--- config.mk ---
export PLATFORM = sky130hd
export DESIGN_NAME = mstd_ctrl
export DESIGN_NICKNAME = d
export VERILOG_FILES = /design/src/rtl/core/mstd_pkg.sv /design/src/rtl/core/mstd_ctrl.sv
export SDC_FILE = /design/constraint.sdc
export NUM_CORES = 1
export LEC_CHECK = 0
export ABC_AREA = 1
export BUFFER_PORTS_ARGS = -buffer_cell sky130_fd_sc_hd__buf_2
export CORE_AREA = 2 2 39 41
export CTS_CLUSTER_SIZE = 10
export DETAILED_ROUTE_END_ITERATION = 6
export DIE_AREA = 0 0 41 43
export GPL_TIMING_DRIVEN = 0
export PLACE_DENSITY = 0.56
export SLEW_MARGIN = 10
export SYNTH_ARGS = -nofsm -noshare
export SYNTH_HDL_FRONTEND = slang
export SYNTH_SLANG_ARGS = --single-unit
--- constraint.sdc ---
create_clock -name clk -period 1.8 [get_ports clk]
set_input_delay 0.09 -clock clk [delete_from_list [all_inputs] [get_ports clk]]
set_output_delay 0.09 -clock clk [all_outputs]
set_load 0.03 [all_outputs]
--- src/rtl/core/mstd_pkg.sv ---
// mstd_pkg: shared types and constants of the dense prim spanning tree core
// no dependencies; imported by every module of the core
`default_nettype none

package mstd_pkg;

    // fixed field widths of the external interface
    localparam int VERTEX_W    = 5;
    localparam int WEIGHT_IN_W = 20;
    localparam int COST_W      = 25;
    localparam int CFG_W       = 6;

    // parameter defaults
    localparam int MAX_VERTICES_DEF = 32;
    localparam int WEIGHT_BITS_DEF  = 20;

    // at most MAX_RESULTS - 1 tree edge beats per run, then the summary beat
    localparam int MAX_RESULTS = 32;

    localparam logic [CFG_W-1:0]  VERTEX_COUNT_RST = 6'd32;
    localparam logic [COST_W-1:0] COST_MAX         = '1;

    // input command codes
    localparam logic CMD_LOAD = 1'b0;
    localparam logic CMD_RUN  = 1'b1;

    // result kinds
    localparam logic KIND_EDGE    = 1'b0;
    localparam logic KIND_SUMMARY = 1'b1;

    typedef enum logic [3:0] {
        ST_CLEAR,
        ST_IDLE,
        ST_LOAD,
        ST_INIT,
        ST_SCAN,
        ST_DRAIN,
        ST_NEXT,
        ST_EMIT,
        ST_SUMMARY
    } mstd_state_t;

    // controller to datapath
    typedef struct packed {
        logic capture;
        logic load_write;
        logic clear_step;
        logic run_init;
        logic scan_issue;
        logic next_pass;
        logic emit_start;
        logic emit_step;
        logic send_summary;
    } mstd_cmd_t;

    // datapath to controller
    typedef struct packed {
        logic clear_last;
        logic n_zero;
        logic scan_last;
        logic found;
        logic emit_done;
        logic emit_stall;
        logic out_free;
    } mstd_sts_t;

endpackage

`default_nettype wire

--- src/rtl/core/mstd_ctrl.sv ---
// mstd_ctrl: sequencing state machine of the dense prim spanning tree core
// depends on mstd_pkg for the state, command and status types
`default_nettype none

module mstd_ctrl (
    input  wire                   clk,
    input  wire                   rst_n,
    input  wire                   in_valid,
    input  wire                   command,
    output logic                  in_ready,
    input  mstd_pkg::mstd_sts_t   sts,
    output mstd_pkg::mstd_cmd_t   cmd
);
    import mstd_pkg::*;

    mstd_state_t state_reg;
    mstd_state_t state_next;

    always_ff @(posedge clk or negedge rst_n)
    begin
        if (!rst_n)
        begin
            state_reg <= ST_CLEAR;
        end
        else
        begin
            state_reg <= state_next;
        end
    end

    always_comb
    begin
        state_next = state_reg;
        cmd        = '0;
        in_ready   = 1'b0;
        unique case (state_reg)
            ST_CLEAR:
            begin
                cmd.clear_step = 1'b1;
                if (sts.clear_last)
                begin
                    state_next = ST_IDLE;
                end
            end
            ST_IDLE:
            begin
                in_ready = 1'b1;
                if (in_valid)
                begin
                    cmd.capture = 1'b1;
                    state_next  = (command == CMD_RUN) ? ST_INIT : ST_LOAD;
                end
            end
            ST_LOAD:
            begin
                cmd.load_write = 1'b1;
                state_next     = ST_IDLE;
            end
            ST_INIT:
            begin
                cmd.run_init = 1'b1;
                if (sts.n_zero)
                begin
                    cmd.emit_start = 1'b1;
                    state_next     = ST_EMIT;
                end
                else
                begin
                    state_next = ST_SCAN;
                end
            end
            ST_SCAN:
            begin
                cmd.scan_issue = 1'b1;
                if (sts.scan_last)
                begin
                    state_next = ST_DRAIN;
                end
            end
            ST_DRAIN:
            begin
                state_next = ST_NEXT;
            end
            ST_NEXT:
            begin
                if (sts.found)
                begin
                    cmd.next_pass = 1'b1;
                    state_next    = ST_SCAN;
                end
                else
                begin
                    cmd.emit_start = 1'b1;
                    state_next     = ST_EMIT;
                end
            end
            ST_EMIT:
            begin
                if (sts.emit_done)
                begin
                    state_next = ST_SUMMARY;
                end
                else if (!sts.emit_stall)
                begin
                    cmd.emit_step = 1'b1;
                end
            end
            ST_SUMMARY:
            begin
                if (sts.out_free)
                begin
                    cmd.send_summary = 1'b1;
                    state_next       = ST_CLEAR;
                end
            end
            default:
            begin
                state_next = ST_CLEAR;
            end
        endcase
    end

endmodule

`default_nettype wire

## Yosys cells after proc, flatten, opt, wreduce, memory -nomap -nowiden

Index checks and enable logic that the tools add are counted.

| storage, ports and cells | value |
|---|---|
| register bits | 4 |
| bits in latches | 0 |
| RAM bits | 0 |
| ROM bits | 0 |
| output and inout bits | 10 |
| logic and storage cells | 42 |
| memories kept | 0 |

| operators by class | value |
|---|---|
| add/subtract/negate cells | 0 |
| multiply operators | 0 |
| div/mod/pow operators | 0 |
| $lt $le $gt $ge | 0 |
| eq/ne operators | 13 |
| shift-type cells | 0 |
| muxes and demuxes | 26 |
| bitwise logic cells | 0 |
| reduce and logical (&&, ||, !) cells | 2 |

Operator list:

| kind | count |
|---|---|
| one-hot mux 4 bit (9 select lines) | 1 |
| 2-to-1 mux 4 bit | 5 |
| 2-to-1 mux 1 bit | 17 |
| equality test 4 x 3 -> 1 bit, second input constant | 4 |
| inequality test 2 bit, second input constant | 5 |
| equality test 4 x 2 -> 1 bit, second input constant | 2 |
| AND reduction 5 bit | 1 |
| equality test 4 x 1 -> 1 bit, second input constant | 1 |
| equality test 4 bit, second input constant | 1 |
| logical NOT 4 bit | 1 |
| 2-to-1 mux 2 bit | 2 |
| one-hot mux 1 bit (2 select lines) | 1 |

## Depth between registers and ports, before layout

Gate-level depths: netlist (run 1).

| logic depth | value |
|---|---|
| depth after elaboration | 3 |
| depth in mapped cells | 8 |
| gate-level depth less buffers | 8 |

## Worst setup path after synthesis (run 1)

Ideal clock, no wire load.

| timing path | value |
|---|---|
| kind | reg-to-output |
| start point | register state_reg[0] |
| end point | output cmd[0] (netlist bit) |
| arrival | 1.575 ns |
| required time | 1.710 ns |
| setup slack | 0.135 ns |
| cell stages (with the launch flop) | 4 |
| cell sequence | dfrtp_1 -> nor2_2 -> inv_1 -> nor4_1 |

RTL lines:

| element | RTL line | source |
|---|---|---|
| start, declared | mstd_ctrl.sv:16 | `mstd_state_t state_reg;` |
| start signal, assigned | mstd_ctrl.sv:27 | `state_reg <= state_next;` |
| end, declared | mstd_ctrl.sv:12 | `output mstd_pkg::mstd_cmd_t cmd` |

==> results of run 1 <==
## layer usage
layer | track usage | up-vias | part of all wire
met5 | 0 | - | 0
met4 | 0.0800 | 0 | 0.0080
met3 | 0.0628 | 3 | 0.065
met2 | 0.209 | 14 | 0.47
met1 | 0.173 | 202 | 0.46
li1 | - | 256 | -
## layout make-up
cell class	count	area, um2
inverter	15	56.3
clock buffer	3	22.5
timing repair buffer	21	110
multi-input combinational	49	267
sequential	4	100
fill	168	808
tap	16	20.0
## per-stage QoR
step | instances | instance area (um2) | hold slack [ns]
detailed placement | 104 | 543 | -0.104
global route | 108 | 576 | 0.167
CTS | 108 | 576 | 0.149
global placement | 104 | 543 | -0.104
finish | 108 | 576 | 0.154
floorplan | 68 | 423 | -0.206
## layout by cell type, fill, tap and decap left out, drive strengths merged, types with 2 or more instances in the layout
master | Yosys | routed
nor2 | 15 | 15
nor4 | 2 | 2
nand3 | 5 | 5
o21bai | 2 | 2
inv | 15 | 15
dfrtp | 4 | 4
nand2 | 21 | 21
buf | 0 | 20
nand3b | 2 | 2
clkbuf | 0 | 3
## timing repair
action	4_1_cts	5_1_grt
hold buffers	1	0
setup endpoints to repair	0	0
endpoints found under the hold margin	4	0
resized for setup	0	0
## path summary, 6_finish.rpt
kind / start / end / slack [ns] / cells after the start
max: state_reg[0] / cmd[0] / 0.29 / 4
min: sts[2] / state_reg[1] / 0.15 / 4
max reg2reg: state_reg[0] / state_reg[0] / 0.57 / 6
min reg2reg: state_reg[2] / state_reg[3] / 0.68 / 3
max in group asynchronous: rst_n / state_reg[0] / 1.49 / 2
min in group asynchronous: rst_n / state_reg[2] / 0.19 / 2
## cell families (layout without fill, tap and decap cells)
group,count (synthesis),count (layout),synth area share
compound gates,3,3,0.0473
buf+inv,15,39,0.133
simple gates,46,46,0.583
flops,4,4,0.237
## critical path: stages (launching register included)
cell,delay [ns]
dfrtp_1,0.44
nor2_2,0.23
inv_1,0.10
nor4_1,0.17
buf_2,0.24
## power by group
group	switching, W	internal [W]
Clock	0.0000372	0.0000746
Combinational	0.000457	0.000210
Sequential	0.0000502	0.000128
Total	0.000544	0.000413
==> results.json, run 1 <==
{
  "outcome": "finished, final reports clean",
  "drv_cap": 0,
  "die_area_um2": 1760,
  "power.leakage_nw": 0.374,
  "cts-htree-levels": 1,
  "synth_area_leader_cell": "dfrtp_1",
  "required_ns": 1.71,
  "n_antenna_cell": 0,
  "yosysUniqueCellTypes": 15,
  "initial_core_util": 0.306,
  "synth_common_cells": "17 x nand2_1, 11 x inv_1, 10 x nor2_1",
  "wl_per_cell_um": 9.27,
  "dp_hpwl_um": 838,
  "hp-class": "in -> reg",
  "synth_seq_area_share": 0.237,
  "grt_use_total": 0.145,
  "drc": 0,
  "crit_path_end_kind": "output port",
  "max_slew_margin": 0.841,
  "fmax_ghz": 0.662,
  "synth-edff-count": 0,
  "grt_max_degree": 7,
  "viasPerCell": 4.40,
  "ys.flop_type": "dfrtp_1",
  "rows": 14,
  "totalWireLength_um": 1000,
  "period_minus_slack_ns": 1.51,
  "final_layout_size_suffix_gt1_frac": 0.435,
  "largest_reg_flops": 4,
  "drt_iter0_markers": 3,
  "ys_warn_count": 0,
  "total_power_w": 0.000957,
  "setup-tns-final_ns": 0,
  "clockBufferDepth": 2,
  "fin_skew_ns": 0.00342,
  "firstDrtPassIters": 4,
  "gp_congestion": 0.778,
  "async_flop_share": 1.00,
  "setup_violations": 0,
  "place_ws_ns": 0.535,
  "cp-start-kind": "flop",
  "synth-seq-cells": 4,
  "cts_root_buf": "clkbuf_4",
  "cts_made_buffers": 3,
  "gr-total-overflow": 0,
  "grt_pass1_wl_um": 1660,
  "critical_path.max_fanout": 6,
  "ys_top_cells_by_area": "dfrtp_1 24%, nand2_1 15%, inv_1 9.8%",
  "ios": 21,
  "period_share": 0.839,
  "syn_nets": 79,
  "final_core_util": 0.416,
  "slew_viol_final": 0,
  "final_nets": 105,
  "synthCells": 68,
  "arrival_ns": 1.42,
  "route.vias.total": 475,
  "power.density_nw_per_um2": 1660,
  "synth.most_common_cell": "nand2_1",
  "crit_type": "reg -> out",
  "insertion_delay_ns": 0.24,
  "clk_pin_slew_ns": 0.03,
  "worst_slew_pin_slew_ns": 0.236,
  "dieHeight_um": 43,
  "cts_setup_buffers": 0,
  "antenna_found_initial": 0,
  "portBuffers": 20,
  "setup_ws_ns": 0.289,
  "coreArea_um2": 1380,
  "synth_top_area_share": 0.237,
  "irDropWorstVdd_mv": 0.547,
  "synth_area_um2": 423,
  "ant_nets": 0,
  "syn_area_per_cell_um2": 6.22,
  "area_growth_pct": 36.1,
  "grt_pass1_vias": 437,
  "die_x_um": 41,
  "cts.sink_count": 4,
  "rsz0062_at_grt": "no",
  "finalHoldViolations": 0,
  "tritoncts": "yes"
}
Note: power is estimated with default switching activity, not from simulation.
==> inputs of run 2 (changes only) <==
==> constraint.sdc (replaced) <==
create_clock -name clk -period 1.5 [get_ports clk]
set_input_delay 0.075 -clock clk [delete_from_list [all_inputs] [get_ports clk]]
set_output_delay 0.075 -clock clk [all_outputs]
set_load 0.03 [all_outputs]
==> run 2 against run 1 <==
Critical path type unchanged. Worst setup slack got worse by 0.21 ns. Non-clock buffer count increased by 2. Via count grew 2.9%. Wire length increased by 1.6%. Sequential share of layout area is 0.72 points lower. Flip-flop and latch count unchanged. Core utilization rose by 2.4 points. Largest power group unchanged.
==> results.json, run 2 (synthesis gave the netlist of run 1 again) <==
{
  "n_antenna_cell": 0,
  "die_area_um2": 1760,
  "fill_cells": 161,
  "min_path_cells": 4,
  "area_growth_pct": 43.8,
  "cts.sink_count": 4,
  "gr-total-overflow": 0,
  "largest_reg_flops": 4,
  "viasPerCell": 4.45,
  "layout_common_cells": "18 x buf_2, 17 x nand2_1, 10 x inv_1, 10 x nor2_1, 5 x inv_2",
  "rsz0062_at_grt": "yes",
  "critical_path.max_fanout": 5,
  "critPathTopFamily": "simple AND/OR/NAND/NOR gates",
  "cts-htree-levels": 1,
  "outcome": "finished, final reports clean",
  "totalWireLength_um": 1020,
  "insertion_delay_ns": 0.24,
  "crit_type": "reg -> out",
  "gp_congestion": 0.778,
  "ios": 21,
  "r2r_cells": 8,
  "tritoncts": "yes",
  "ant_nets": 0,
  "arrival_ns": 1.35,
  "crit_path_end_kind": "output port",
  "multi_input_area_um2": 278,
  "final_nets": 107,
  "period_share": 0.949,
  "required_ns": 1.42,
  "fmax_ghz": 0.702,
  "grt_pass1_wl_um": 1680,
  "cp-start-kind": "flop",
  "cp_cell_sequence": "nor2_2 > nand2_1 > nor2_1 > buf_2",
  "hold_start": "sts[2]",
  "layout_commonest_cell": "buf_2",
  "hold-path-endpoint": "state_reg[1]",
  "power.density_nw_per_um2": 2000,
  "initial_core_util": 0.306,
  "critPathMaxStageDelay_ns": 0.42,
  "clk_pin_slew_ns": 0.04,
  "power.leakage_nw": 0.383,
  "irDropWorstVdd_mv": 0.684,
  "setup_ws_ns": 0.0759,
  "coreArea_um2": 1380,
  "period_minus_slack_ns": 1.42,
  "drc": 0,
  "portBuffers": 20,
  "timing.critical_path.buf_inv": 1,
  "finalHoldViolations": 0,
  "drt_iter0_markers": 2,
  "rows": 14,
  "fin_skew_ns": 0.00342,
  "cts_root_buf": "clkbuf_4",
  "grt_max_degree": 7,
  "r2r_setup_slack_ns": 0.21,
  "final_layout_size_suffix_gt1_frac": 0.479,
  "clockBufferDepth": 2,
  "dieHeight_um": 43,
  "antenna_found_initial": 0,
  "route.vias.total": 489,
  "dp_hpwl_um": 838,
  "crit_slowest_cell": "dfrtp_1",
  "seqCellArea_um2": 101,
  "grt_use_total": 0.147,
  "setup_violations": 0,
  "max_slew_margin": 0.837,
  "r2r_start": "state_reg[2]",
  "grt_pass1_vias": 449,
  "hp-class": "in -> reg",
  "drv_cap": 0,
  "place_ws_ns": 0.250,
  "path_depth": 4,
  "rr_endpoint": "state_reg[0]",
  "die_x_um": 41,
  "cts_made_buffers": 3,
  "worst_slew_pin_slew_ns": 0.242,
  "slew_viol_final": 0,
  "firstDrtPassIters": 4,
  "hold-worst-slack_ns": 0.135,
  "wl_per_cell_um": 9.25
}
run 2: changes by cell type in the layout (fill, tap and decap cells not counted):
| cell | delta |
|---|---|
| buf_2 | -2 |
| buf_4 | +4 |
| dfrtp_1 | -1 |
| dfrtp_2 | +1 |
| inv_1 | -1 |
| inv_2 | +1 |
| nor2_2 | -1 |
| nor2_4 | +1 |
| nor4_1 | -1 |
| nor4_2 | +1 |
run 2: cell type report:
class                      count  area share
multi-input combinational     49       0.457
timing repair buffer          23       0.214
sequential                     4       0.167
inverter                      15      0.0926
clock buffer                   3      0.0370
tap                           16      0.0329
run 2: what timing repair did:
| action | CTS | global route |
|---|---|---|
| setup buffers | 0 | 2 |
| pin swaps | 0 | 1 |
| resized for setup | 3 | 3 |
| hold buffers | 1 | 0 |
| setup endpoints to repair | 2 | 3 |
| endpoints found under the hold margin | 4 | 0 |
run 2: tightest hold or removal path: stages:
cell and delay (ns):
buf_2 0.08, inv_1 0.04, nand3_2 0.09, nand2_1 0.05
run 2: per-layer routing:
metal,GRT usage,wire [um],vias to the layer above
met2,0.216,486,14
met1,0.173,460,210
met5,0,0,-
li1,-,-,262
met3,0.0628,61,3
met4,0.0800,8,0
run 2: how the worst max path moves through the flow:
| stage | endpoint | slack, ns | from |
|---|---|---|---|
| final | cmd[8] | 0.08 | state_reg[3] |
| after global routing | cmd[8] | -0.04 | state_reg[3] |
| after detailed placement | cmd[3] | 0.25 | state_reg[2] |
| after floorplan | cmd[0] | -0.15 | state_reg[0] |
| after global placement | cmd[3] | 0.25 | state_reg[2] |
| after CTS | cmd[0] | 0.002 | state_reg[0] |
run 2: power breakdown:
group	switching, W	internal, W
Combinational	0.000560	0.000294
Sequential	0.0000718	0.000156
Clock	0.0000447	0.0000895
run 2: stage by stage:
step	total power [W]	utilization	TNS, ns	instance area, um2	std cells
3_5_place_dp	0.00102	0.392	0	543	104
6_report	0.00122	0.439	0	608	110
5_1_grt	0.00135	0.439	-0.0904	608	110
4_1_cts	0.00118	0.424	0	587	108
2_1_floorplan	0.000835	-	-0.294	423	68
3_3_place_gp	0.00102	0.392	0	543	104
